<file path="src/hdl/front_to_back_alpha_compositor_defines.svh">
// Assertion macros used by the compositor back end.
// Each macro expects signals named clk and rst_n in the module that uses it.
`ifndef FRONT_TO_BACK_ALPHA_COMPOSITOR_DEFINES_SVH
`define FRONT_TO_BACK_ALPHA_COMPOSITOR_DEFINES_SVH

// The consequent must hold in the same cycle as the antecedent.
`define FTBAC_ASSERT_NOW(lbl, ante, cons, msg) \
  lbl: assert property (@(posedge clk) disable iff (!rst_n) (ante) |-> (cons)) \
    else $error(msg);

// The consequent must hold in the cycle after the antecedent.
`define FTBAC_ASSERT_NEXT(lbl, ante, cons, msg) \
  lbl: assert property (@(posedge clk) disable iff (!rst_n) (ante) |=> (cons)) \
    else $error(msg);

`endif

</file>
<file path="src/hdl/ftbac_pkg.sv">
// Shared types, constants and helper functions of the alpha compositor.
// No dependencies; the compositor modules and the testbench import this package.
package ftbac_pkg;

  localparam int FRACTION_BITS = 16;
  localparam int VAL_W = FRACTION_BITS + 1;
  localparam logic [VAL_W-1:0] ONE = {1'b1, {FRACTION_BITS{1'b0}}};

  localparam int SPP_W = 13;
  localparam int PIF_W = 21;
  localparam int SC_W = 12;
  localparam int PC_W = 20;
  localparam logic [SPP_W-1:0] MAX_SPP = 13'd4096;
  localparam logic [PIF_W-1:0] MAX_PIF = 21'd1048576;
  localparam logic [SPP_W-1:0] SPP_RESET = 13'd64;
  localparam logic [PIF_W-1:0] PIF_RESET = 21'd65536;

  localparam int CFG_IDX_W = 2;
  localparam int CFG_DATA_W = 21;
  localparam logic [CFG_IDX_W-1:0] REG_SAMPLES_PER_PIXEL = 2'd0;
  localparam logic [CFG_IDX_W-1:0] REG_PIXELS_IN_FRAME = 2'd1;

  localparam int QDEPTH = 4;
  localparam int QPTR_W = 2;
  localparam int QCNT_W = 3;

  typedef struct packed {
    logic [VAL_W-1:0] alpha;
    logic [VAL_W-1:0] red;
    logic [VAL_W-1:0] green;
    logic [VAL_W-1:0] blue;
    logic             last;
    logic             frame_end;
  } ftbac_sample_t;

  function automatic logic [VAL_W-1:0] sat_one(input logic [VAL_W-1:0] v);
    return (v > ONE) ? ONE : v;
  endfunction

  function automatic logic [SC_W-1:0] spp_last_index(input logic [SPP_W-1:0] v);
    logic [SPP_W-1:0] e;
    e = (v == '0) ? SPP_W'(1) : ((v > MAX_SPP) ? MAX_SPP : v);
    return SC_W'(e - SPP_W'(1));
  endfunction

  function automatic logic [PC_W-1:0] pif_last_index(input logic [PIF_W-1:0] v);
    logic [PIF_W-1:0] e;
    e = (v == '0) ? PIF_W'(1) : ((v > MAX_PIF) ? MAX_PIF : v);
    return PC_W'(e - PIF_W'(1));
  endfunction

endpackage

</file>
<file path="src/hdl/ftbac_queue.sv">
// Short sample queue that decouples the front end from the compositing back end.
// Depends on ftbac_pkg for the entry type and depth.
module ftbac_queue
  import ftbac_pkg::*;
(
  input  logic          clk,
  input  logic          rst_n,
  input  logic          push,
  input  ftbac_sample_t din,
  output logic          full,
  input  logic          pop,
  output logic          valid,
  output ftbac_sample_t dout
);

  ftbac_sample_t     entries_r [QDEPTH];
  logic [QPTR_W-1:0] wr_ptr_r;
  logic [QPTR_W-1:0] rd_ptr_r;
  logic [QCNT_W-1:0] count_r;
  logic              do_push;
  logic              do_pop;

  assign full = count_r == QCNT_W'(QDEPTH);
  assign valid = count_r != '0;
  assign dout = entries_r[rd_ptr_r];
  assign do_push = push && !full;
  assign do_pop = pop && valid;

  always_ff @(posedge clk) begin
    if (do_push) begin
      entries_r[wr_ptr_r] <= din;
    end
  end

  always_ff @(posedge clk) begin
    if (!rst_n) begin
      wr_ptr_r <= '0;
      rd_ptr_r <= '0;
      count_r <= '0;
    end else begin
      if (do_push) begin
        wr_ptr_r <= wr_ptr_r + QPTR_W'(1);
      end
      if (do_pop) begin
        rd_ptr_r <= rd_ptr_r + QPTR_W'(1);
      end
      case ({do_push, do_pop})
        2'b10:   count_r <= count_r + QCNT_W'(1);
        2'b01:   count_r <= count_r - QCNT_W'(1);
        default: count_r <= count_r;
      endcase
    end
  end

endmodule

</file>
<file path="config.mk">
export PLATFORM = sky130hd
export DESIGN_NAME = ftbac_queue
export DESIGN_NICKNAME = d
export VERILOG_FILES = /design/src/hdl/front_to_back_alpha_compositor_defines.svh /design/src/hdl/ftbac_pkg.sv /design/src/hdl/ftbac_queue.sv
export SDC_FILE = /design/constraint.sdc
export NUM_CORES = 1
export LEC_CHECK = 0
export BUFFER_PORTS_ARGS = -buffer_cell sky130_fd_sc_hd__buf_2
export CAP_MARGIN = 20
export CORE_MARGIN = 4
export CORE_UTILIZATION = 35
export CTS_CLUSTER_DIAMETER = 150
export DETAILED_ROUTE_END_ITERATION = 8
export SYNTH_ARGS = -nofsm -noshare
export SYNTH_HDL_FRONTEND = slang
export SYNTH_SLANG_ARGS = --single-unit
</file>
<file path="constraint.sdc">
create_clock -name clk -period 3.7 [get_ports clk]
set_input_delay 0.185 -clock clk [delete_from_list [all_inputs] [get_ports clk]]
set_output_delay 0.185 -clock clk [all_outputs]
set_load 0.03 [all_outputs]
</file>
==> results of run 1 <==
[power by group]
group	switching, µW	total [µW]	leakage (µW)	internal [µW]
Clock	1160	2800	0.000443	1640
Combinational	1490	2490	0.00142	1000
Sequential	221	4170	0.00264	3950
[worst max-delay path: stages (launching register included)]
cell and delay [ns]:
dfxtp_4 0.73, buf_12 0.39, mux4_2 0.59, buf_2 0.20
[flip-flops by register name (all words and copies together) (netlist names), named ones only]
signal	flops
entries_r	280
count_r	3
rd_ptr_r	2
wr_ptr_r	2
[layer usage]
metal,wire length [µm],track usage,vias to the layer above
li1,-,-,2246
met1,8680,0.156,2587
met2,10100,0.204,135
met3,1490,0.0395,44
met4,393,0.0276,2
met5,7,0,-
[through the flow]
stage | utilization | power, µW | cell area (µm²) | hold WS (ns)
2_1_floorplan | - | 6110 | 10700 | 0.284
3_3_place_gp | 0.392 | 6670 | 11700 | 0.396
3_5_place_dp | 0.392 | 6720 | 11700 | 0.401
4_1_cts | 0.447 | 9610 | 13300 | 0.101
5_1_grt | 0.450 | 9920 | 13400 | 0.154
6_report | 0.450 | 9460 | 13400 | 0.129
[cells by family (layout without fill, tap and decap cells)]
kind of cell               after synthesis  in the layout  share of synthesized area
adders and majority gates                6              6                    0.00774
DFF                                    289            289                      0.805
muxes                                   72             72                      0.150
AOI/OAI and AO/OA                        5              5                    0.00329
and+or+nand+nor                         18             18                    0.00997
other                                    0              1                          0
buffers and inverters                   24            280                     0.0208
xor gates and xnor gates                 4              4                    0.00329
[cell type report]
cell class	count	area [µm²]	area share
well taps	390	488	0.0363
diodes	1	2.50	0.000186
flip-flops and latches	289	8600	0.639
clock buffers	32	737	0.0548
repair buffers	221	1550	0.115
inverters	6	22.5	0.00167
multi-input cells	105	1870	0.139
clock inverters	21	184	0.0137
[worst max path at each step]
stage	endpoint	slack, ns
4_1_cts	dout[49]	0.87
2_1_floorplan	entries_r[0][0]$_DFFE_PP_	0.79
6_report	dout[49]	0.99
3_5_place_dp	entries_r[2][36]$_DFFE_PP_	1.24
3_3_place_gp	entries_r[0][0]$_DFFE_PP_	1.39
5_1_grt	dout[16]	0.78
[cells in the mapped netlist, types with 2 or more instances]
master / count / area [µm²]
buf_12: 7 / 140
o21ai_0: 2 / 10.0
nand2_1: 5 / 18.8
xnor2_1: 3 / 26.3
or3_1: 2 / 12.5
mux4_2: 70 / 1580
buf_2: 8 / 40.0
dfxtp_1: 9 / 180
mux2i_1: 2 / 20.0
ha_1: 5 / 62.6
edfxtp_1: 280 / 8410
and2_1: 7 / 43.8
inv_1: 6 / 22.5
nor2b_1: 3 / 18.8
==> out/qor.yml, run 1 <==
synthesis:
  syn_area_um2: 10700
  yosys_warnings: 0
  synthArstFlopShare: 0
  postSynthCellCount: 418
  synth_nets: 498
  synth-edff-count: 280
  synth.lib_cells_used.distinct: 23
  synth_ff_type: "edfxtp_1"
  synth-seq-area-share: 0.805
  ys_seq_elements: 289
  avgSynthCellArea_um2: 25.5
clock_network:
  postCtsSetupBuffers: 0
  cts.repair.resized: 0
  numClockSinks: 289
  htreeDepth: 1
  cts_hold_buf: 71
  clock_tree.root_cell: "clkbuf_16"
  tritoncts.num_buffers: 29
  ctsLongestPathBuffers: 3
  clock_latency_ns: 0.53
  cts_tree: "built"
  clk_transition_reported_paths_ns: 0.06
setup_path:
  timing.critical_path.required_ns: 3.51
  cp.arrival_ns: 2.52
  cp_max_fo: 42
  critical_path.endpoint_type: "primary output"
  critPathKind: "flip-flop to primary output"
  regToRegEndpoint: "count_r[2]$_SDFFE_PN0P_"
  reg2reg_setup_slack_ns: 1.37
  start_kind: "flip-flop"
  worst_reg2reg_startpoint: "count_r[2]$_SDFFE_PN0P_"
  rr_worst_depth: 9
place:
  dp.cells: 936
  final_gp_congestion: 0.728
  dp_slack_ns: 1.24
  detailed_place_hpwl_um: 12300
  numPortBuffers: 145
timing:
  tightest_slew_ns: 1.07
  setup_repair_after_global_routing_missed_its_margin: "false"
  total_negative_setup_slack_ns: 0
  timing.final.max_slew_violations: 0
  timing.final.crit_share: 0.732
  setup_viol_count_final: 0
  clock_skew_ns: 0.0135
  max_clock_freq_mhz: 369
  slew_headroom: 0.285
  finalHoldViolCount: 0
  period_needed_ns: 2.71
  fin_ws_ns: 0.991
cells_and_area:
  nFillCells: 2529
  drive_gt1_frac: 0.398
  area_delta_synth_final_pct: 26.1
  post_layout_nonfiller_instances: 1065
  layout.nets: 732
  layout.cells.most_common_list: "edfxtp_1 (280), buf_2 (145), dlygate4sd3_1 (71)"
  mostFrequentLayoutCell: "edfxtp_1"
global_route:
  global_route_wire_length_before_repair_um: 31800
  vias_in_the_first_global_route: 5561
  antenna_found_initial: 2
  globalRoute.totalOverflow: 0
  maximum_number_of_pins_on_one_net_before_global_route_repair: 71
  global_route.usage.total: 0.122
routing:
  wl_um: 20600
  drt_pre_antenna_iters: 4
  wl_per_cell_um: 19.4
  drc_errors: 0
  drt_iter0_markers: 411
  via_count: 5014
  drtAntennaViolNets: 0
  post_drt_via_cell_ratio: 4.71
status:
  status: "finished, final reports clean"
floorplanning:
  floorplan.initialDensity: 0.357
  die_w_um: 183
  die_y_um: 183
  core_region_area_um2: 29900
  io_pins: 146
  floorplan.rows: 63
  fp.dieArea_um2: 33300
worst_hold_path:
  hold_path.class: "input pin to flip-flop"
  whs_path_depth: 4
  min_from: "pop"
power:
  cell_area_power_density_nw_per_um2: 704
  static-leakage-power_uw: 0.00451
  ir_worst_vdd_mv: 0.348
run:
  max-cap-violations: 0
Note: power is estimated with default switching activity, not from simulation.
==> run 2: changes to the inputs <==
- clock period: 3.7 -> 2.6 ns (I/O delays scaled with it)
==> out/qor.yml, run 2 (synthesis results as in run 1) <==
status:
  status: "finished, final reports clean"
timing:
  total_negative_setup_slack_ns: 0
  timing.final.crit_share: 0.885
  setup_repair_after_global_routing_missed_its_margin: "false"
  timing.final.max_slew_violations: 0
  clock_skew_ns: 0.0228
  setup_viol_count_final: 0
  tightest_slew_ns: 0.520
  period_needed_ns: 2.30
  finalHoldViolCount: 0
  max_clock_freq_mhz: 435
  slew_headroom: 0.653
global_route:
  globalRoute.totalOverflow: 0
  maximum_number_of_pins_on_one_net_before_global_route_repair: 71
  global_route_wire_length_before_repair_um: 31700
  global_route.usage.total: 0.122
  vias_in_the_first_global_route: 5594
  antenna_found_initial: 2
clock_network:
  ctsLongestPathBuffers: 3
  clock_tree.root_cell: "clkbuf_16"
  numClockSinks: 289
  clk_transition_reported_paths_ns: 0.06
  cts_tree: "built"
  tritoncts.num_buffers: 30
  postCtsSetupBuffers: 0
  clock_latency_ns: 0.54
  htreeDepth: 1
  cts.repair.resized: 0
  cts_hold_buf: 71
floorplanning:
  io_pins: 146
  die_y_um: 183
  fp.dieArea_um2: 33300
  floorplan.initialDensity: 0.357
  die_w_um: 183
  floorplan.rows: 63
  core_region_area_um2: 29900
setup_path:
  cell_chain_of_the_critical_path: "buf_4 > mux4_2 > buf_2"
  start_kind: "flip-flop"
  worst_reg2reg_startpoint: "count_r[2]$_SDFFE_PN0P_"
  cp_max_fo: 25
  delay_contributed_by_the_slowest_stage_of_the_critical_path_ns: 0.62
  reg2reg_setup_slack_ns: 0.37
  critical_path.endpoint_type: "primary output"
  cp_top_family: "buffers and inverters"
  critPathBufInv: 2
  cp.arrival_ns: 2.17
  critPathKind: "flip-flop to primary output"
  crit_path_top_delay_cell: "mux4_2"
  timing.critical_path.required_ns: 2.47
power:
  ir_worst_vdd_mv: 0.554
  share_seq_of_total_power: 0.420
  totalPowerFinal_uw: 13700
  swShare: 0.298
  cell_area_power_density_nw_per_um2: 1010
  p_int_uw: 9610
  comb_power_share: 0.271
  net-switching-power_uw: 4080
  pwr-share-clk: 0.309
  static-leakage-power_uw: 0.00456
cells_and_area:
  final-seq-area_um2: 8600
  layout.nets: 736
  multiInputGateArea_um2: 1870
  nFillCells: 2523
  area_delta_synth_final_pct: 27.0
  layout.cells.most_common_list: "edfxtp_1 (280), buf_2 (145), dlygate4sd3_1 (71)"
  mostFrequentLayoutCell: "edfxtp_1"
  largest_reg_flops: 280
  largest_register: "entries_r"
  reg.largest.list: "entries_r: 280 flops, count_r: 3 flops"
  drive_gt1_frac: 0.404
routing:
  wl_um: 20400
  wl_per_cell_um: 19.1
  drtAntennaViolNets: 0
  drt_pre_antenna_iters: 4
  drt_iter0_markers: 275
  drc_errors: 0
  via_count: 5032
  post_drt_via_cell_ratio: 4.70
run:
  max-cap-violations: 0
place:
  final_gp_congestion: 0.691
  detailed_place_hpwl_um: 11800
  numPortBuffers: 145
worst_hold_path:
  min_from: "pop"
  hold_path.class: "input pin to flip-flop"
==> run 2: cell count changes in the layout (fill, tap and decap cells not counted), moves of 2 or more <==
cell       before  now
buf_16          2    0
clkbuf_16      29   31
buf_12          3    6
buf_4           0    2
==> run 2: routing by layer <==
metal / GRT usage / share of wire / vias to the layer above
li1: - / - / 2259
met1: 0.166 / 0.43 / 2611
met2: 0.203 / 0.49 / 118
met3: 0.0283 / 0.056 / 42
met4: 0.0288 / 0.020 / 2
met5: 0 / 0.00064 / -
==> run 2: final cells by class <==
class                      count  share of cell area
multi-input combinational    105               0.138
sequential                   289               0.635
inverter                       6             0.00166
clock inverter                22              0.0158
antenna                        1            0.000185
timing repair buffer         224               0.116
clock buffer                  33              0.0578
tap                          390              0.0360
==> run 2: worst register-to-register path, delay by kind of cell, from the launching register on <==
| kind | cells | cell delay [ns] |
|---|---|---|
| adders and majority gates | 2 | 0.56 |
| DFF | 1 | 0.41 |
| buffers and inverters | 2 | 0.15 |
| AOI/OAI and AO/OA | 1 | 0.16 |
| and+or+nand+nor | 3 | 0.72 |
| xor gates and xnor gates | 1 | 0.16 |
==> run 2: worst paths after layout <==
kind,end,depth (start not counted)
max,dout[19],3
min,flip-flop,4
max reg2reg,count_r[2]$_SDFFE_PN0P_,9
min reg2reg,wr_ptr_r[0]$_SDFFE_PN0P_,2
==> run 2: power groups by stage <==
stage | Clock [µW] | Combinational (µW) | Sequential [µW]
6_report | 4230 | 3710 | 5750
5_1_grt | 4580 | 3970 | 5790
4_1_cts | 4360 | 3820 | 5760
3_5_place_dp | 0 | 3720 | 5850
3_3_place_gp | 0 | 3690 | 5810
2_1_floorplan | 0 | 2880 | 5800
==> run 2: per-stage QoR <==
stage          instances  worst slack, ns  hold slack (ns)   util  cell area, µm²
2_1_floorplan        418            0.225            0.229      -           10700
3_3_place_gp         943            0.526            0.342  0.396           11800
3_5_place_dp         943            0.392            0.348  0.396           11800
4_1_cts             1069            0.212           0.0185  0.453           13500
5_1_grt             1070            0.140           0.0565  0.453           13500
6_report            1070            0.299           0.0424  0.453           13500
