<file path="config.mk">
export PLATFORM = sky130hd
export DESIGN_NAME = ftbac_back
export DESIGN_NICKNAME = d
export VERILOG_FILES = /design/src/hdl/ftbac_pkg.sv /design/src/hdl/ftbac_back.sv
export VERILOG_INCLUDE_DIRS = /design/src /design/src/hdl
export SDC_FILE = /design/constraint.sdc
export NUM_CORES = 2
export LEC_CHECK = 0
export BUFFER_PORTS_ARGS = -buffer_cell sky130_fd_sc_hd__buf_4
export CORE_UTILIZATION = 45
export CTS_CLUSTER_DIAMETER = 80
export CTS_CLUSTER_SIZE = 40
export DETAILED_ROUTE_END_ITERATION = 8
export PLACE_DENSITY = 0.57
export SYNTH_ARGS = -nofsm -noshare
export SYNTH_HDL_FRONTEND = slang
export SYNTH_SLANG_ARGS = --single-unit
</file>
<file path="constraint.sdc">
create_clock -name clk -period 9.9 [get_ports clk]
set_input_delay 1.485 -clock clk [delete_from_list [all_inputs] [get_ports clk]]
set_output_delay 1.485 -clock clk [all_outputs]
set_load 0.01 [all_outputs]
</file>
<file path="src/hdl/front_to_back_alpha_compositor_defines.svh">
// Assertion macros used by the compositor back end.
// Each macro expects signals named clk and rst_n in the module that uses it.
`ifndef FRONT_TO_BACK_ALPHA_COMPOSITOR_DEFINES_SVH
`define FRONT_TO_BACK_ALPHA_COMPOSITOR_DEFINES_SVH

// The consequent must hold in the same cycle as the antecedent.
`define FTBAC_ASSERT_NOW(lbl, ante, cons, msg) \
  lbl: assert property (@(posedge clk) disable iff (!rst_n) (ante) |-> (cons)) \
    else $error(msg);

// The consequent must hold in the cycle after the antecedent.
`define FTBAC_ASSERT_NEXT(lbl, ante, cons, msg) \
  lbl: assert property (@(posedge clk) disable iff (!rst_n) (ante) |=> (cons)) \
    else $error(msg);

`endif

</file>
<file path="src/hdl/ftbac_pkg.sv">
// Shared types, constants and helper functions of the alpha compositor.
// No dependencies; the compositor modules and the testbench import this package.
package ftbac_pkg;

  localparam int FRACTION_BITS = 16;
  localparam int VAL_W = FRACTION_BITS + 1;
  localparam logic [VAL_W-1:0] ONE = {1'b1, {FRACTION_BITS{1'b0}}};

  localparam int SPP_W = 13;
  localparam int PIF_W = 21;
  localparam int SC_W = 12;
  localparam int PC_W = 20;
  localparam logic [SPP_W-1:0] MAX_SPP = 13'd4096;
  localparam logic [PIF_W-1:0] MAX_PIF = 21'd1048576;
  localparam logic [SPP_W-1:0] SPP_RESET = 13'd64;
  localparam logic [PIF_W-1:0] PIF_RESET = 21'd65536;

  localparam int CFG_IDX_W = 2;
  localparam int CFG_DATA_W = 21;
  localparam logic [CFG_IDX_W-1:0] REG_SAMPLES_PER_PIXEL = 2'd0;
  localparam logic [CFG_IDX_W-1:0] REG_PIXELS_IN_FRAME = 2'd1;

  localparam int QDEPTH = 4;
  localparam int QPTR_W = 2;
  localparam int QCNT_W = 3;

  typedef struct packed {
    logic [VAL_W-1:0] alpha;
    logic [VAL_W-1:0] red;
    logic [VAL_W-1:0] green;
    logic [VAL_W-1:0] blue;
    logic             last;
    logic             frame_end;
  } ftbac_sample_t;

  function automatic logic [VAL_W-1:0] sat_one(input logic [VAL_W-1:0] v);
    return (v > ONE) ? ONE : v;
  endfunction

  function automatic logic [SC_W-1:0] spp_last_index(input logic [SPP_W-1:0] v);
    logic [SPP_W-1:0] e;
    e = (v == '0) ? SPP_W'(1) : ((v > MAX_SPP) ? MAX_SPP : v);
    return SC_W'(e - SPP_W'(1));
  endfunction

  function automatic logic [PC_W-1:0] pif_last_index(input logic [PIF_W-1:0] v);
    logic [PIF_W-1:0] e;
    e = (v == '0) ? PIF_W'(1) : ((v > MAX_PIF) ? MAX_PIF : v);
    return PC_W'(e - PIF_W'(1));
  endfunction

endpackage

</file>
<file path="src/hdl/ftbac_back.sv">
// Back end: transmittance recurrence, weighted color accumulation and result register.
// Depends on ftbac_pkg and on the assertion macros in the defines header.
`include "front_to_back_alpha_compositor_defines.svh"

module ftbac_back
  import ftbac_pkg::*;
(
  input  logic             clk,
  input  logic             rst_n,
  input  logic             q_valid,
  input  ftbac_sample_t    q_entry,
  output logic             q_pop,
  output logic             out_empty,
  input  logic             out_pop,
  output logic [VAL_W-1:0] out_red,
  output logic [VAL_W-1:0] out_green,
  output logic [VAL_W-1:0] out_blue,
  output logic             out_frame_end
);

  logic                 advance;
  logic                 emit_hold;
  logic                 acc_ok;
  logic [VAL_W-1:0]     trans_r, trans_nxt;
  logic [2*VAL_W-1:0]   prod_t, prod_r, prod_g, prod_b;

  logic                 s1_valid_r;
  logic [VAL_W-1:0]     s1_red_r, s1_green_r, s1_blue_r, s1_alpha_r;
  logic                 s1_last_r, s1_fe_r;

  logic [2*VAL_W-1:0]   wprod_r, wprod_g, wprod_b;
  logic                 s2_valid_r;
  logic [VAL_W-1:0]     s2_red_r, s2_green_r, s2_blue_r;
  logic                 s2_last_r, s2_fe_r;

  logic [VAL_W-1:0]     acc_red_r, acc_green_r, acc_blue_r;
  logic [VAL_W:0]       sum_red, sum_green, sum_blue;
  logic [VAL_W-1:0]     acc_red_nxt, acc_green_nxt, acc_blue_nxt;

  logic                 out_valid_r;

  assign emit_hold = s2_valid_r && s2_last_r && out_valid_r;
  assign advance = !(emit_hold && !out_pop);
  assign q_pop = advance && q_valid;

  assign prod_t = q_entry.alpha > ONE ? '0
                : (2*VAL_W)'(trans_r) * (2*VAL_W)'(ONE - q_entry.alpha);
  assign prod_r = (2*VAL_W)'(q_entry.red) * (2*VAL_W)'(trans_r);
  assign prod_g = (2*VAL_W)'(q_entry.green) * (2*VAL_W)'(trans_r);
  assign prod_b = (2*VAL_W)'(q_entry.blue) * (2*VAL_W)'(trans_r);
  assign trans_nxt = q_entry.last ? ONE : prod_t[FRACTION_BITS +: VAL_W];

  assign wprod_r = (2*VAL_W)'(s1_red_r) * (2*VAL_W)'(s1_alpha_r);
  assign wprod_g = (2*VAL_W)'(s1_green_r) * (2*VAL_W)'(s1_alpha_r);
  assign wprod_b = (2*VAL_W)'(s1_blue_r) * (2*VAL_W)'(s1_alpha_r);

  assign sum_red = {1'b0, acc_red_r} + {1'b0, s2_red_r};
  assign sum_green = {1'b0, acc_green_r} + {1'b0, s2_green_r};
  assign sum_blue = {1'b0, acc_blue_r} + {1'b0, s2_blue_r};
  assign acc_red_nxt = (sum_red > {1'b0, ONE}) ? ONE : sum_red[VAL_W-1:0];
  assign acc_green_nxt = (sum_green > {1'b0, ONE}) ? ONE : sum_green[VAL_W-1:0];
  assign acc_blue_nxt = (sum_blue > {1'b0, ONE}) ? ONE : sum_blue[VAL_W-1:0];
  assign acc_ok = (acc_red_r <= ONE) && (acc_green_r <= ONE) && (acc_blue_r <= ONE);

  assign out_empty = !out_valid_r;

  always_ff @(posedge clk) begin
    if (advance) begin
      s1_red_r <= prod_r[FRACTION_BITS +: VAL_W];
      s1_green_r <= prod_g[FRACTION_BITS +: VAL_W];
      s1_blue_r <= prod_b[FRACTION_BITS +: VAL_W];
      s1_alpha_r <= q_entry.alpha;
      s1_last_r <= q_entry.last;
      s1_fe_r <= q_entry.frame_end;
      s2_red_r <= wprod_r[FRACTION_BITS +: VAL_W];
      s2_green_r <= wprod_g[FRACTION_BITS +: VAL_W];
      s2_blue_r <= wprod_b[FRACTION_BITS +: VAL_W];
      s2_last_r <= s1_last_r;
      s2_fe_r <= s1_fe_r;
    end
    if (advance && s2_valid_r && s2_last_r) begin
      out_red <= acc_red_nxt;
      out_green <= acc_green_nxt;
      out_blue <= acc_blue_nxt;
      out_frame_end <= s2_fe_r;
    end
  end

  always_ff @(posedge clk) begin
    if (!rst_n) begin
      trans_r <= ONE;
      acc_red_r <= '0;
      acc_green_r <= '0;
      acc_blue_r <= '0;
      s1_valid_r <= 1'b0;
      s2_valid_r <= 1'b0;
      out_valid_r <= 1'b0;
    end else begin
      if (advance) begin
        s1_valid_r <= q_valid;
        s2_valid_r <= s1_valid_r;
        if (q_valid) begin
          trans_r <= trans_nxt;
        end
        if (s2_valid_r) begin
          acc_red_r <= s2_last_r ? '0 : acc_red_nxt;
          acc_green_r <= s2_last_r ? '0 : acc_green_nxt;
          acc_blue_r <= s2_last_r ? '0 : acc_blue_nxt;
        end
      end
      if (advance && s2_valid_r && s2_last_r) begin
        out_valid_r <= 1'b1;
      end else if (out_pop) begin
        out_valid_r <= 1'b0;
      end
    end
  end

  `FTBAC_ASSERT_NOW(a_trans_range, 1'b1, trans_r <= ONE, "Transmittance above one.")
  `FTBAC_ASSERT_NOW(a_acc_range, 1'b1, acc_ok, "Accumulator above one.")
  `FTBAC_ASSERT_NEXT(a_trans_restart, q_pop && q_entry.last, trans_r == ONE, "Pixel restart missed.")
  `FTBAC_ASSERT_NEXT(a_emit_stall, emit_hold && !out_pop, emit_hold, "Result lost during a stall.")

endmodule

</file>
==> reports/metrics.yaml <==
floorplan:
  rows: 147
  initial_core_util_pct: 45.4
  coreArea_um2: 161000
  die_area_um2: 163000
  pin_count: 128
  fp.dieW_um: 404
  dieHeight_um: 404
route:
  wl_um: 194000
  drt_pre_antenna_iters: 8
  drtIter0Drc: 2409
  viasPerCell: 5.16
  via_count: 51900
  drc: 0
  wl_per_cell_um: 19.3
  antenna_left: 0
cts:
  cts_tree: "built"
  cts_root_buffer: "clkbuf_16"
  insertion_delay_ns: 0.64
  cts_inserted_buffers: 25
  clk_path_buf_depth: 3
  postCtsSetupBuffers: 0
  cts_resized: 0
  clock-sinks: 246
  clkTransAtPathRegs_ns: 0.09
  htreeDepth: 1
  cts_hold_buf: 0
layout:
  num-nets-final: 10300
  final_cells: 10100
  nFillCells: 15400
  drive_above_1_share_pct: 4.35
  area_delta_synth_final_pct: 5.46
  antenna_cells: 0
job:
  max-cap-violations: 0
logic_synthesis:
  synth_nets: 10400
  synth_edf_count: 175
  synth_flop_cell: "edfxtp_1"
  synth_cell_types: 87
  synth_top_cell_area_share_pct: 43.1
  yosysWarnings: 0
  async_reset_ff_share_pct: 0
  ys_ff_latch: 246
  synth_top_cell_by_area: "fa_1"
  syn_area_um2: 72800
  synth.avg_cell_area_um2: 9.11
  synth_area_leaders: "fa_1 43%, ha_1 13%, inv_1 9.6%"
  syn_inst: 7999
  ys_seq_area_share_pct: 9.17
grt:
  grt_pass1_vias: 56800
  antenna_found_initial: 7
  grt_max_degree: 74
  grt-ovfl-total: 0
  grt.total_usage_pct: 24.7
  grt_pass1_wl_um: 316000
critical_path:
  r2r_end: "trans_r[16]$_SDFFE_PN1P_"
  setup.worst_path.class: "input pin to flip-flop"
  cp-end-kind: "flip-flop"
  reg2reg_slack_ns: 2.01
  startpoint_type: "input pin"
  slowest_delay_ns: 0.54
  ff2ff_path_depth: 22
  required_ns: 10.37
  critPathMostFrequentCell: "fa_1"
  crit_arrival_ns: 9.05
  path_buf_inv: 5
  critPathSlowestCell: "fa_1"
  critical_path.top_delay_family: "adder cells"
  path_max_fanout: 9
  timing.rr.start: "trans_r[8]$_SDFFE_PN0P_"
hold_path:
  hold_path_class: "flip-flop to flip-flop"
  whs_endpoint: "out_frame_end$_DFFE_PP_"
  min_from: "s2_fe_r$_DFFE_PN_"
  min_path_cells: 0
sta:
  max_slew_margin_pct: 18.9
  fmax_ghz: 0.117
  report.final.slew_viol_count: 0
  rsz0062_at_grt: "no"
  max_slew.worst_pin.slew_ns: 1.21
  hold_viol_final: 0
  final.setup.tns_ns: 0
  fin_skew_ns: 0.0579
  post-route-period-util_pct: 86.7
  post-route-min-period_ns: 8.58
  setup_viol: 0
outcome:
  status: "finished clean"
place:
  io_buffers: 127
  dpl.hpwl_um: 149000
  place.gp.congestion: 0.878
  dp_cells: 10000
-- cell usage in the layout (no fill, tap or decap), drive strengths merged, types with 16 or more instances in the layout --
| cell | netlist | layout |
|---|---|---|
| o21a | 30 | 30 |
| inv | 1858 | 1872 |
| and2 | 710 | 710 |
| clkbuf | 379 | 26 |
| dfxtp | 71 | 71 |
| edfxtp | 175 | 175 |
| nand2 | 1437 | 1437 |
| a31oi | 16 | 16 |
| buf | 10 | 236 |
| nor3 | 52 | 52 |
| a32o | 18 | 18 |
| nor2b | 30 | 30 |
| xor2 | 58 | 58 |
| nand3 | 33 | 33 |
| a21o | 48 | 48 |
| nor2 | 139 | 139 |
| ha | 772 | 772 |
| fa | 1568 | 1568 |
| and3 | 28 | 28 |
| nand2b | 20 | 20 |
| xnor2 | 120 | 120 |
| o31ai | 36 | 36 |
| a211oi | 20 | 20 |
| a21oi | 104 | 104 |
| o21ai | 78 | 78 |
-- metrics by stage --
step / hold slack [ns] / area [µm²] / setup slack [ns] / utilization (%)
floorplan: 0.400 / 72800 / 1.58 / -
CTS: 0.427 / 76800 / 1.32 / 47.8
finish: 0.419 / 76800 / 1.32 / 47.8
detailed placement: 0.408 / 75900 / 0.738 / 47.3
global route: 0.433 / 76800 / 0.856 / 47.8
global placement: 0.403 / 75900 / 0.848 / 47.3
-- synthesized netlist by cell type (all sizes together), types with 16 or more instances --
| cell | instances |
|---|---|
| nor2 | 139 |
| and3 | 28 |
| a211oi | 20 |
| nor3 | 52 |
| edfxtp | 175 |
| ha | 772 |
| a21oi | 104 |
| o21a | 30 |
| o21ai | 78 |
| nor2b | 30 |
| fa | 1568 |
| a32o | 18 |
| o31ai | 36 |
| xnor2 | 120 |
| and2 | 710 |
| nand2 | 1437 |
| dfxtp | 71 |
| a31oi | 16 |
| clkbuf | 379 |
| a21o | 48 |
| nand3 | 33 |
| nand2b | 20 |
| xor2 | 58 |
| inv | 1858 |
-- state kept, by name, summed over array words and instances, names as in the netlist, 17 cells and up --
register     cells
s1_blue_r       17
acc_green_r     17
s2_green_r      17
s1_alpha_r      17
acc_red_r       17
out_green       17
s1_green_r      17
trans_r         17
out_red         17
acc_blue_r      17
s2_blue_r       17
s1_red_r        17
out_blue        17
s2_red_r        17
-- final cells by class --
cell class                 count  area (µm²)  share of cell area [%]
sequential                   246        6700                    8.72
inverter                    1858        6980                    9.09
tap                         2160        2700                    3.52
clock buffer                  26         629                   0.819
timing repair buffer         236        1770                    2.31
clock inverter                20         312                   0.406
multi-input combinational   5506       57700                    75.1
-- per-layer routing --
layer	up-vias	wire [µm]	GRT usage, %
met5	-	37	0
met2	1285	93700	42.7
li1	23500	-	-
met1	26900	86100	33.6
met4	6	3670	4.43
met3	236	9980	2.75
-- how the worst max path moves through the flow --
stage                startpoint                  endpoint  slack (ns)  cells past startpoint
floorplan           q_entry[53]  trans_r[10]$_SDFFE_PN0P_        1.58                     29
global placement    q_entry[58]  trans_r[16]$_SDFFE_PN1P_        0.85                     26
detailed placement  q_entry[58]  trans_r[16]$_SDFFE_PN1P_        0.74                     26
CTS                 q_entry[58]  trans_r[16]$_SDFFE_PN1P_        1.32                     26
global route        q_entry[58]  trans_r[16]$_SDFFE_PN1P_        0.86                     26
finish              q_entry[58]  trans_r[16]$_SDFFE_PN1P_        1.32                     26
-- worst register-to-register path, stage by stage (launching register included) --
cell and delay, ns:
dfxtp_2 0.89, buf_4 0.49, buf_4 0.42, nand2_1 0.15, fa_1 0.56, inv_1 0.05, fa_1 0.49, fa_1 0.53
inv_1 0.06, fa_1 0.54, inv_1 0.05, fa_1 0.50, fa_1 0.43, ha_1 0.23, a2111o_1 0.44, nor3_1 0.35
o211ai_1 0.28, and3b_1 0.28, o211ai_1 0.28, nand2_1 0.12, o41ai_1 0.33, xnor2_1 0.18, o2111ai_1 0.12
-- cells by family (layout without fill, tap and decap cells) --
group | count (synthesis) | in the layout | share of synthesized area [%]
flops | 246 | 246 | 9.17
compound gates | 455 | 455 | 4.37
mux | 6 | 6 | 0.0842
simple gates | 2527 | 2527 | 16.3
fa+ha+maj | 2340 | 2340 | 56.4
buf+inv | 2247 | 2140 | 11.6
xor+xnor | 178 | 178 | 2.14
Power is left out: the tool's default activity adds up to more than one toggle a clock period on the data nets, which glitch-free logic cannot reach.
