**src/hdl/front_to_back_alpha_compositor_defines.svh**
```systemverilog
// Assertion macros used by the compositor back end.
// Each macro expects signals named clk and rst_n in the module that uses it.
`ifndef FRONT_TO_BACK_ALPHA_COMPOSITOR_DEFINES_SVH
`define FRONT_TO_BACK_ALPHA_COMPOSITOR_DEFINES_SVH

// The consequent must hold in the same cycle as the antecedent.
`define FTBAC_ASSERT_NOW(lbl, ante, cons, msg) \
  lbl: assert property (@(posedge clk) disable iff (!rst_n) (ante) |-> (cons)) \
    else $error(msg);

// The consequent must hold in the cycle after the antecedent.
`define FTBAC_ASSERT_NEXT(lbl, ante, cons, msg) \
  lbl: assert property (@(posedge clk) disable iff (!rst_n) (ante) |=> (cons)) \
    else $error(msg);

`endif

```
**src/hdl/ftbac_pkg.sv**
```systemverilog
// Shared types, constants and helper functions of the alpha compositor.
// No dependencies; the compositor modules and the testbench import this package.
package ftbac_pkg;

  localparam int FRACTION_BITS = 16;
  localparam int VAL_W = FRACTION_BITS + 1;
  localparam logic [VAL_W-1:0] ONE = {1'b1, {FRACTION_BITS{1'b0}}};

  localparam int SPP_W = 13;
  localparam int PIF_W = 21;
  localparam int SC_W = 12;
  localparam int PC_W = 20;
  localparam logic [SPP_W-1:0] MAX_SPP = 13'd4096;
  localparam logic [PIF_W-1:0] MAX_PIF = 21'd1048576;
  localparam logic [SPP_W-1:0] SPP_RESET = 13'd64;
  localparam logic [PIF_W-1:0] PIF_RESET = 21'd65536;

  localparam int CFG_IDX_W = 2;
  localparam int CFG_DATA_W = 21;
  localparam logic [CFG_IDX_W-1:0] REG_SAMPLES_PER_PIXEL = 2'd0;
  localparam logic [CFG_IDX_W-1:0] REG_PIXELS_IN_FRAME = 2'd1;

  localparam int QDEPTH = 4;
  localparam int QPTR_W = 2;
  localparam int QCNT_W = 3;

  typedef struct packed {
    logic [VAL_W-1:0] alpha;
    logic [VAL_W-1:0] red;
    logic [VAL_W-1:0] green;
    logic [VAL_W-1:0] blue;
    logic             last;
    logic             frame_end;
  } ftbac_sample_t;

  function automatic logic [VAL_W-1:0] sat_one(input logic [VAL_W-1:0] v);
    return (v > ONE) ? ONE : v;
  endfunction

  function automatic logic [SC_W-1:0] spp_last_index(input logic [SPP_W-1:0] v);
    logic [SPP_W-1:0] e;
    e = (v == '0) ? SPP_W'(1) : ((v > MAX_SPP) ? MAX_SPP : v);
    return SC_W'(e - SPP_W'(1));
  endfunction

  function automatic logic [PC_W-1:0] pif_last_index(input logic [PIF_W-1:0] v);
    logic [PIF_W-1:0] e;
    e = (v == '0) ? PIF_W'(1) : ((v > MAX_PIF) ? MAX_PIF : v);
    return PC_W'(e - PIF_W'(1));
  endfunction

endpackage

```
**src/hdl/ftbac_front.sv**
```systemverilog
// Front end: configuration registers, input saturation, sample and pixel counting.
// Depends on ftbac_pkg; feeds ftbac_queue.
module ftbac_front
  import ftbac_pkg::*;
(
  input  logic                  clk,
  input  logic                  rst_n,
  input  logic                  cfg_we,
  input  logic [CFG_IDX_W-1:0]  cfg_index,
  input  logic [CFG_DATA_W-1:0] cfg_data,
  input  logic                  in_push,
  output logic                  in_full,
  input  logic [VAL_W-1:0]      in_alpha,
  input  logic [VAL_W-1:0]      in_red,
  input  logic [VAL_W-1:0]      in_green,
  input  logic [VAL_W-1:0]      in_blue,
  output logic                  q_push,
  output ftbac_sample_t         q_entry,
  input  logic                  q_full
);

  logic [SC_W-1:0] spp_last_r;
  logic [PC_W-1:0] pif_last_r;
  logic [SC_W-1:0] sample_cnt_r, sample_cnt_nxt;
  logic [PC_W-1:0] pixel_cnt_r, pixel_cnt_nxt;
  logic            is_last;
  logic            is_frame_end;

  assign in_full = q_full;
  assign q_push = in_push && !q_full;

  assign is_last = sample_cnt_r >= spp_last_r;
  assign is_frame_end = is_last && (pixel_cnt_r >= pif_last_r);

  assign q_entry.alpha = sat_one(in_alpha);
  assign q_entry.red = sat_one(in_red);
  assign q_entry.green = sat_one(in_green);
  assign q_entry.blue = sat_one(in_blue);
  assign q_entry.last = is_last;
  assign q_entry.frame_end = is_frame_end;

  always_comb begin
    sample_cnt_nxt = is_last ? '0 : sample_cnt_r + SC_W'(1);
    pixel_cnt_nxt = pixel_cnt_r;
    if (is_last) begin
      pixel_cnt_nxt = is_frame_end ? '0 : pixel_cnt_r + PC_W'(1);
    end
  end

  always_ff @(posedge clk) begin
    if (!rst_n) begin
      spp_last_r <= spp_last_index(SPP_RESET);
      pif_last_r <= pif_last_index(PIF_RESET);
      sample_cnt_r <= '0;
      pixel_cnt_r <= '0;
    end else begin
      if (cfg_we) begin
        case (cfg_index)
          REG_SAMPLES_PER_PIXEL: spp_last_r <= spp_last_index(cfg_data[SPP_W-1:0]);
          REG_PIXELS_IN_FRAME:   pif_last_r <= pif_last_index(cfg_data[PIF_W-1:0]);
          default: begin
          end
        endcase
      end
      if (q_push) begin
        sample_cnt_r <= sample_cnt_nxt;
        pixel_cnt_r <= pixel_cnt_nxt;
      end
    end
  end

endmodule

```
**config.mk**
```make
export PLATFORM = sky130hd
export DESIGN_NAME = ftbac_front
export DESIGN_NICKNAME = d
export VERILOG_FILES = /design/src/hdl/front_to_back_alpha_compositor_defines.svh /design/src/hdl/ftbac_pkg.sv /design/src/hdl/ftbac_front.sv
export SDC_FILE = /design/constraint.sdc
export NUM_CORES = 1
export LEC_CHECK = 0
export CAP_MARGIN = 20
export CORE_UTILIZATION = 58
export DETAILED_ROUTE_END_ITERATION = 8
export DONT_BUFFER_PORTS = 1
export PLACE_DENSITY = 0.74
export SETUP_SLACK_MARGIN = 0.2
export SYNTH_ARGS = -nofsm -noshare
export SYNTH_HDL_FRONTEND = slang
export SYNTH_SLANG_ARGS = --single-unit
```
**constraint.sdc**
```tcl
create_clock -name clk -period 7.33 [get_ports clk]
set_input_delay 1.466 -clock clk [delete_from_list [all_inputs] [get_ports clk]]
set_output_delay 1.466 -clock clk [all_outputs]
set_load 0.01 [all_outputs]
```
==> results.sh, run 1 <==
export IMPL_status="completed"
export IMPL_drt_first_iter_violations=305
export IMPL_ys_top_cells_by_area="dfxtp_1 (26%), ha_1 (9.2%), nor2b_1 (9.0%), nor2_1 (4.9%), nand2_1 (4.2%)"
export IMPL_post_route_period_util=0.5604
export IMPL_cp_start_kind="input port"
export IMPL_synth_top_cell_area_share=0.2630
export IMPL_period_minus_slack_ps=4108
export IMPL_synth_net_count=785
export IMPL_grt_ovfl_total=0
export IMPL_final_antenna_net_count=0
export IMPL_yosys_most_used_dff="dfxtp_1"
export IMPL_wl_met1_mm=6.410
export IMPL_worstPathArrival_ps=2640
export IMPL_cts_buffers_inserted=9
export IMPL_wl_per_cell_um=20.45
export IMPL_clock_skew_final_ps=14.77
export IMPL_dieHeight_um=93.64
export IMPL_clkSinkCount=64
export IMPL_slew_headroom=0.3066
export IMPL_required_ps=5860
export IMPL_critPathMaxFanout=10
export IMPL_groute_usage_overall=0.3490
export IMPL_grt_pass1_vias=4623
export IMPL_path_class="input port to primary output"
export IMPL_syn_area_um2=4871
export IMPL_grt_max_degree=36
export IMPL_cts_buffer_depth=2
export IMPL_hp_class="flop to flop"
export IMPL_gp_congestion=0.9591
export IMPL_grt_pass1_wl_mm=23.63
export IMPL_drc=0
export IMPL_fin_tns_setup_ps=0
export IMPL_layout_commonest_cell="nor2b_1"
export IMPL_numPortBuffers=0
export IMPL_synth_cell_types=66
export IMPL_worstSkewPairLatency_ps=360
export IMPL_slew_viol_final=0
export IMPL_final_layout_size_suffix_gt1_frac=0.05148
export IMPL_top_layer="met4"
export IMPL_seq_area_frac_synth=0.2630
export IMPL_cts_tree="yes"
export IMPL_peakVddDrop_mv=0.06534
export IMPL_die_x_um=93.64
export IMPL_post_cts_setup_buffer_count=0
export IMPL_core_area_um2=8175
export IMPL_syn_avg_cell_area_um2=7.459
export IMPL_wl_mm=15.26
export IMPL_placementRows=33
export IMPL_drv_cap=0
export IMPL_tightest_slew_ps=1032
export IMPL_rsz0062_at_grt="no"
export IMPL_synth_async_reset_ratio=0
export IMPL_cts_htree_levels=3
export IMPL_holdBufCountCts=0
export IMPL_vias=4940
export IMPL_antenna_found_initial=0
export IMPL_avgViaCountPerCell=6.622
export IMPL_ys_seq_elements=64
export IMPL_netlist_instances=653
export IMPL_ys_warn_count=0
export IMPL_post_cts_resized=0
export IMPL_wl_met2_mm=7.021
export IMPL_first_pass_iters=5
export IMPL_powerDensity_nw_per_um2=147.8
export IMPL_power_leakage_nw=1.972
export IMPL_dp_hpwl_mm=11.93
export IMPL_end_kind="primary output"
export IMPL_diodes=0
export IMPL_layout_nets=768
export IMPL_hold_viol_final=0
export IMPL_wl_met3_mm=1.397
export IMPL_fmax_mhz=243.4
export IMPL_syn_to_final_growth_pct=3.982
export IMPL_io_pins=168
export IMPL_clk_pin_slew_worst_paths_ps=60
export IMPL_die_area_um2=8768
export IMPL_yosysTopAreaCell="dfxtp_1"
export IMPL_pre_cts_ws_ps=3076
export IMPL_layout_common_cells="nor2b_1 (70), nor2_1 (64), dfxtp_1 (64), nand2_1 (54), inv_1 (48)"
export IMPL_cts_root_buffer="clkbuf_8"
export IMPL_layout_setup_ws_ps=3222
export IMPL_setup_viol=0
export IMPL_synth_edf_count=0
export IMPL_start_util=0.5958
[cell type report]
cell class,instances,area [um^2]
fill,760,3110
multi-input combinational,511,3283
clock buffer,10,127.6
sequential,64,1281
tap,105,131.4
clock inverter,6,46.29
inverter,48,180.2
timing repair buffer,2,15.01
[metrics by stage]
stage	hold slack, ps	utilization	cells	area [um^2]	power [mW]
6_report	465.8	0.6195	746	5065	0.7487
5_1_grt	505.2	0.6195	746	5065	0.7768
4_1_cts	472.8	0.6195	746	5065	0.7479
3_5_place_dp	459.3	0.5983	730	4891	0.4810
3_3_place_gp	452.6	0.5983	730	4891	0.4783
2_1_floorplan	438.9	-	653	4871	0.4646
[worst max-delay path, stage by stage]
cell	delay [ps]
nor4_1	340
a41oi_1	410
nor2b_1	420
[flip-flops by register name, summed over array words and instances, names as in the netlist]
name          count
sample_cnt_r     12
spp_last_r       12
pif_last_r       20
pixel_cnt_r      20
[layer usage]
| layer | GRT usage | vias up |
|---|---|---|
| met5 | 0 | - |
| met4 | 0.1385 | 0 |
| met3 | 0.09106 | 44 |
| met2 | 0.5594 | 256 |
| met1 | 0.4449 | 2304 |
| li1 | - | 2336 |
[cell families after synthesis]
family | share of synthesized area
DFF | 0.2630
buffers and inverters | 0.06293
and+or+nand+nor | 0.3378
muxes | 0.002055
xor gates and xnor gates | 0.03416
adders and majority gates | 0.09247
AOI/OAI and AO/OA | 0.2076
[final timing paths]
| check | from | endpoint | depth (start not counted) | slack, ps |
|---|---|---|---|---|
| setup / recovery | in_red[3] | q_entry[50] | 3 | 3220 |
| hold / removal | pif_last_r[11] | pif_last_r[11] | 2 | 470 |
| setup reg to reg | pixel_cnt_r[13] | pixel_cnt_r[2] | 7 | 4370 |
| hold reg to reg | pif_last_r[11] | pif_last_r[11] | 2 | 470 |
[power by group]
part	internal [mW]	leakage, nW	total, mW	switching [mW]
sequential	0.357	0.520	0.363	0.00619
clock	0.124	0.0824	0.274	0.150
combinational	0.0401	1.37	0.112	0.0719
total	0.521	1.97	0.749	0.228
[synthesized netlist by cell type, drive strengths merged, types with 4 or more instances]
library cell  number
inv               48
nand2             54
o311ai            12
o21ai             42
nand3             26
o21a               7
a41oi              4
o211ai             9
xnor2              7
clkbuf            24
and3               4
nor2              64
a22o               8
xor2              12
dfxtp             64
a21oi             15
a221oi             5
buf                6
a31oi              4
o21bai             4
nor2b             70
or3                6
nor3              23
or2                6
nor4              25
nand4             23
ha                36
Power figures use the tool's default switching activity.
==> run 2: changes to the inputs <==
==> constraint.sdc (replaced) <==
create_clock -name clk -period 4 [get_ports clk]
set_input_delay 0.8 -clock clk [delete_from_list [all_inputs] [get_ports clk]]
set_output_delay 0.8 -clock clk [all_outputs]
set_load 0.01 [all_outputs]
==> run 2 against run 1 <==
Against the previous run:
- setup slack got worse by 2400 ps
- non-clock buffer count rose by 4
- sequential power rose by 83%
- register-to-register slack got worse by 3300 ps
- first-iteration DRC count fell by 3.0%
- global-route usage fell by 0.73 points
- flip-flop and latch count did not move
- hold slack improved by 12 ps
- clock-buffer cell count fell by 1
- cell count rose by 0.54%
- via count fell by 1.3%
- largest power group unchanged
==> results.sh, run 2 (synthesis results as in run 1) <==
export IMPL_status="completed"
export IMPL_cp_start_kind="flop"
export IMPL_swShare=0.3079
export IMPL_cts_root_buffer="clkbuf_8"
export IMPL_path_class="flop to primary output"
export IMPL_layout_nets=772
export IMPL_fin_tns_setup_ps=0
export IMPL_hold_viol_final=0
export IMPL_power_leakage_nw=1.998
export IMPL_post_cts_resized=0
export IMPL_antenna_found_initial=0
export IMPL_gp_congestion=0.9526
export IMPL_dieHeight_um=93.64
export IMPL_powerDensity_nw_per_um2=271.7
export IMPL_power_frac_clock=0.370
export IMPL_layout_setup_ws_ps=838.0
export IMPL_layout_commonest_cell="nor2b_1"
export IMPL_switchingPower_uw=427.0
export IMPL_tightest_slew_ps=944.4
export IMPL_slew_viol_final=0
export IMPL_die_x_um=93.64
export IMPL_pre_cts_ws_ps=643.7
export IMPL_post_cts_setup_buffer_count=0
export IMPL_start_util=0.5958
export IMPL_cts_htree_levels=3
export IMPL_multi_input_area_um2=3283
export IMPL_die_area_um2=8768
export IMPL_slew_headroom=0.3656
export IMPL_cts_tree="yes"
export IMPL_power_mw=1.387
export IMPL_holdBufCountCts=0
export IMPL_clock_skew_final_ps=11.72
export IMPL_cts_buffers_inserted=9
export IMPL_cpPeakStageDelay_ps=530
export IMPL_critPathSlowestCell="o211a_1"
export IMPL_rsz0062_at_grt="no"
export IMPL_fin_cells=750
export IMPL_clk_pin_slew_worst_paths_ps=70
export IMPL_io_pins=168
export IMPL_regArea_um2=1281
export IMPL_combPwrFrac=0.150
export IMPL_worstPathArrival_ps=2360
export IMPL_drt_first_iter_violations=296
export IMPL_wl_mm=14.65
export IMPL_dp_hpwl_mm=11.53
export IMPL_layout_common_cells="nor2b_1 (70), nor2_1 (64), dfxtp_1 (64), nand2_1 (54), inv_1 (48)"
export IMPL_core_area_um2=8175
export IMPL_first_pass_iters=5
export IMPL_final_layout_size_suffix_gt1_frac=0.05891
export IMPL_grt_ovfl_total=0
export IMPL_placementRows=33
export IMPL_worstSkewPairLatency_ps=360
export IMPL_critPathMaxFanout=15
export IMPL_diodes=0
export IMPL_cts_buffer_depth=2
export IMPL_fmax_mhz=316.3
export IMPL_p_int_uw=959.8
export IMPL_hp_class="flop to flop"
export IMPL_avgViaCountPerCell=6.499
export IMPL_dp_cells=734
export IMPL_grt_max_degree=36
export IMPL_final_antenna_net_count=0
export IMPL_final_area_um2=5104
export IMPL_fillers=763
export IMPL_period_minus_slack_ps=3162
export IMPL_setup_viol=0
export IMPL_required_ps=3200
export IMPL_grt_pass1_vias=4500
export IMPL_syn_to_final_growth_pct=4.778
export IMPL_path_cells="ha_1, a211oi_1, o21ai_0, a22oi_1, o211a_1, nor2_1"
export IMPL_drc=0
export IMPL_vias=4874
export IMPL_groute_usage_overall=0.3416
export IMPL_drv_cap=0
export IMPL_clkSinkCount=64
export IMPL_p_seq_frac=0.480
export IMPL_wl_per_cell_um=19.53
export IMPL_end_kind="primary output"
export IMPL_post_route_period_util=0.7905
export IMPL_grt_pass1_wl_mm=23.18
export IMPL_peakVddDrop_mv=0.1576
export IMPL_place_area_um2=4925
export IMPL_top_regs="pif_last_r (20), pixel_cnt_r (20)"
export IMPL_numPortBuffers=0
[run 2: changes by cell type in the layout (fill, tap and decap cells not counted), sizes merged]
cell / previous run / this run
buf: 2 / 6
clkbuf: 10 / 9
inv: 48 / 50
clkinv: 4 / 3
[run 2: final timing paths]
kind	startpoint	to	slack, ps	cells past startpoint
setup / recovery	pixel_cnt_r[13]	q_entry[0]	840	6
hold / removal	pif_last_r[11]	pif_last_r[11]	480	2
setup reg to reg	pixel_cnt_r[13]	pixel_cnt_r[2]	1040	7
hold reg to reg	pif_last_r[11]	pif_last_r[11]	480	2
[run 2: final cells by class]
type | instances | area share
clock inverters | 7 | 0.01079
well taps | 105 | 0.02574
repair buffers | 6 | 0.009561
inverters | 48 | 0.03530
clock buffers | 9 | 0.02427
multi-input cells | 511 | 0.6433
flip-flops and latches | 64 | 0.2510
[run 2: worst max-delay path: cells and delay by family (launching register included)]
| kind | cells | cell delay, ps |
|---|---|---|
| DFF | 1 | 430 |
| AOI/OAI and AO/OA | 4 | 1130 |
| adders and majority gates | 1 | 280 |
| and+or+nand+nor | 1 | 160 |
[run 2: metrics by stage]
step,hold slack (ps),utilization
floorplan,438.9,-
global placement,455.8,0.6010
detailed placement,466.0,0.6024
CTS,483.0,0.6243
global route,510.1,0.6243
finish,478.0,0.6243
[run 2: routing by layer]
metal / share of wire / track usage / up-vias
met4: 0.025 / 0.1192 / 0
li1: - / - / 2339
met2: 0.45 / 0.5239 / 230
met3: 0.078 / 0.08943 / 36
met5: 0 / 0 / -
met1: 0.45 / 0.4613 / 2269
[run 2: power groups by stage]
stage | logic [mW] | clock network [mW] | registers [mW]
floorplan | 0.175 | 0 | 0.677
global placement | 0.200 | 0 | 0.679
detailed placement | 0.204 | 0 | 0.680
CTS | 0.205 | 0.519 | 0.665
global route | 0.229 | 0.550 | 0.667
finish | 0.208 | 0.514 | 0.665
==> run 3: changes to the inputs <==
--- a/config.mk
+++ b/config.mk
@@ -5,6 +5,7 @@
 export SDC_FILE = /design/constraint.sdc
 export NUM_CORES = 1
 export LEC_CHECK = 0
+export ABC_AREA = 1
 export CAP_MARGIN = 20
 export CORE_UTILIZATION = 58
 export DETAILED_ROUTE_END_ITERATION = 8
==> constraint.sdc (replaced) <==
create_clock -name clk -period 3.3 [get_ports clk]
set_input_delay 0.66 -clock clk [delete_from_list [all_inputs] [get_ports clk]]
set_output_delay 0.66 -clock clk [all_outputs]
set_load 0.01 [all_outputs]
==> run 3 against run 2 <==
Against the previous run:
- sequential power increased by 21%
- first-iteration DRC count decreased by 43%
- area after synthesis up 6.4%
- clock skew barely moved
- critical endpoint unchanged
==> results.sh, run 3 <==
export IMPL_io_pins=168
export IMPL_hold_viol_final=0
export IMPL_synth_edf_count=0
export IMPL_holdBufCountCts=0
export IMPL_layout_nets=959
export IMPL_synth_top_cell_area_share=0.2471
export IMPL_die_x_um=96.55
export IMPL_synth_cell_types=41
export IMPL_synthTopCellsByCount="inv_1 (157), nor2_1 (146), nand2_1 (144)"
export IMPL_ys_seq_elements=64
export IMPL_clock_skew_final_ps=11.97
export IMPL_grt_pass1_vias=4591
export IMPL_cp_start_kind="flop"
export IMPL_core_area_um2=8678
export IMPL_dp_hpwl_mm=10.96
export IMPL_dieHeight_um=96.55
export IMPL_yosys_most_used_dff="dfxtp_1"
export IMPL_status="completed"
export IMPL_powerDensity_nw_per_um2=313.2
export IMPL_wl_mm=13.93
export IMPL_worstSkewPairLatency_ps=340
export IMPL_final_layout_size_suffix_gt1_frac=0.04447
export IMPL_ys_warn_count=0
export IMPL_post_cts_setup_buffer_count=0
export IMPL_netlist_instances=840
export IMPL_wl_per_cell_um=14.80
export IMPL_clk_pin_slew_worst_paths_ps=70
export IMPL_setup_viol=0
export IMPL_drt_first_iter_violations=170
export IMPL_drv_cap=0
export IMPL_seq_area_frac_synth=0.2471
export IMPL_post_route_period_util=0.8624
export IMPL_period_minus_slack_ps=2846
export IMPL_layout_commonest_cell="inv_1"
export IMPL_final_antenna_net_count=0
export IMPL_path_class="flop to primary output"
export IMPL_layout_setup_ws_ps=454.0
export IMPL_power_leakage_nw=2.667
export IMPL_cts_htree_levels=3
export IMPL_syn_avg_cell_area_um2=6.173
export IMPL_peakVddDrop_mv=0.1812
export IMPL_vias=5148
export IMPL_layout_common_cells="inv_1 (157), nor2_1 (146), nand2_1 (144), dfxtp_1 (64), a21oi_1 (53)"
export IMPL_critPathMaxFanout=6
export IMPL_fin_tns_setup_ps=0
export IMPL_place_area_um2=5184
export IMPL_grt_pass1_wl_mm=21.33
export IMPL_final_area_um2=5359
export IMPL_cts_tree="yes"
export IMPL_top_regs="pif_last_r (20), pixel_cnt_r (20)"
export IMPL_die_area_um2=9322
export IMPL_synth_most_common_cell="inv_1"
export IMPL_clkSinkCount=64
export IMPL_yosysTopAreaCell="dfxtp_1"
export IMPL_cts_buffers_inserted=9
export IMPL_synth_async_reset_ratio=0
export IMPL_slew_viol_final=0
export IMPL_gp_congestion=0.8904
export IMPL_worstPathArrival_ps=2190
export IMPL_post_cts_resized=0
export IMPL_avgViaCountPerCell=5.471
export IMPL_grt_max_degree=36
export IMPL_first_pass_iters=5
export IMPL_fmax_mhz=351.4
export IMPL_slew_headroom=0.3281
export IMPL_drc=0
export IMPL_fin_util=0.6175
export IMPL_ys_top_cells_by_area="dfxtp_1 (25%), inv_1 (11%), nor2_1 (11%), nand2_1 (10%), ha_1 (8.7%)"
export IMPL_tightest_slew_ps=1006
export IMPL_hp_class="input port to flop"
export IMPL_cts_buffer_depth=2
export IMPL_antenna_found_initial=1
export IMPL_syn_area_um2=5185
export IMPL_groute_usage_overall=0.3029
export IMPL_numPortBuffers=0
export IMPL_cts_root_buffer="clkbuf_8"
export IMPL_pre_cts_ws_ps=455.7
export IMPL_required_ps=2640
export IMPL_grt_ovfl_total=0
export IMPL_rsz0062_at_grt="no"
export IMPL_placementRows=34
export IMPL_syn_to_final_growth_pct=3.354
export IMPL_end_kind="primary output"
export IMPL_synth_net_count=972
export IMPL_start_util=0.5975
## run 3: cell types whose count changed after synthesis, sizes merged, moves of 8 or more
cell    previous run  this run
inv               48       157
nand2             54       151
nor2              64       153
nor2b             70         0
a21oi             15        53
nand3             26        41
nor4              25        10
o311ai            12         0
nor3              23        12
a22o               8         0
nand3b             1         9
## run 3: final timing paths
path | start | endpoint | slack (ps) | cells past startpoint
setup / recovery | spp_last_r[9] | q_entry[0] | 450 | 10
hold / removal | rst_n | spp_last_r[3] | 430 | 1
setup reg to reg | spp_last_r[11] | pixel_cnt_r[6] | 840 | 15
hold reg to reg | pif_last_r[5] | pif_last_r[5] | 470 | 2
## run 3: per-stage QoR
step | power, mW | hold slack (ps) | std cells
floorplan | 1.067 | 440.4 | 840
global placement | 1.107 | 452.1 | 923
detailed placement | 1.111 | 454.3 | 923
CTS | 1.687 | 415.0 | 939
global route | 1.769 | 424.4 | 941
finish | 1.678 | 429.9 | 941
## run 3: critical path: stages (launching register included)
cell and delay, ps:
dfxtp_1 310, inv_1 50, ha_1 310, nand2_1 60, inv_1 30, o21ai_0 130
nand2_1 90, nor2_1 120, nand3_1 300, nand2_1 320, inv_1 130
## run 3: area by class of cell
class | count | area [um^2]
Tap cell | 108 | 135.1
Sequential cell | 64 | 1281
Inverter | 158 | 593.1
Multi-Input combinational cell | 589 | 3144
Timing Repair Buffer | 5 | 37.54
Fill cell | 832 | 3319
Clock buffer | 12 | 145.1
Antenna cell | 1 | 2.502
Clock inverter | 4 | 20.02
## run 3: routing by layer
| layer | GRT usage | vias to the layer above | wire length [um] |
|---|---|---|---|
| met2 | 0.5153 | 254 | 6442 |
| met1 | 0.3454 | 2219 | 5725 |
| met3 | 0.07981 | 32 | 1200 |
| met4 | 0.1618 | 0 | 561 |
| li1 | - | 2643 | - |
| met5 | 0 | - | 0 |
## run 3: logic make-up after synthesis
group | share of synthesized area
AOI/OAI and AO/OA | 0.1404
adders and majority gates | 0.08687
and+or+nand+nor | 0.3436
buffers and inverters | 0.1465
xor gates and xnor gates | 0.03547
DFF | 0.2471
## run 3: report_power, final
part	leakage, nW	switching [mW]	internal [mW]
clock network	0.0899	0.290	0.288
logic	2.06	0.208	0.0891
registers	0.521	0.00973	0.794
total	2.67	0.507	1.17
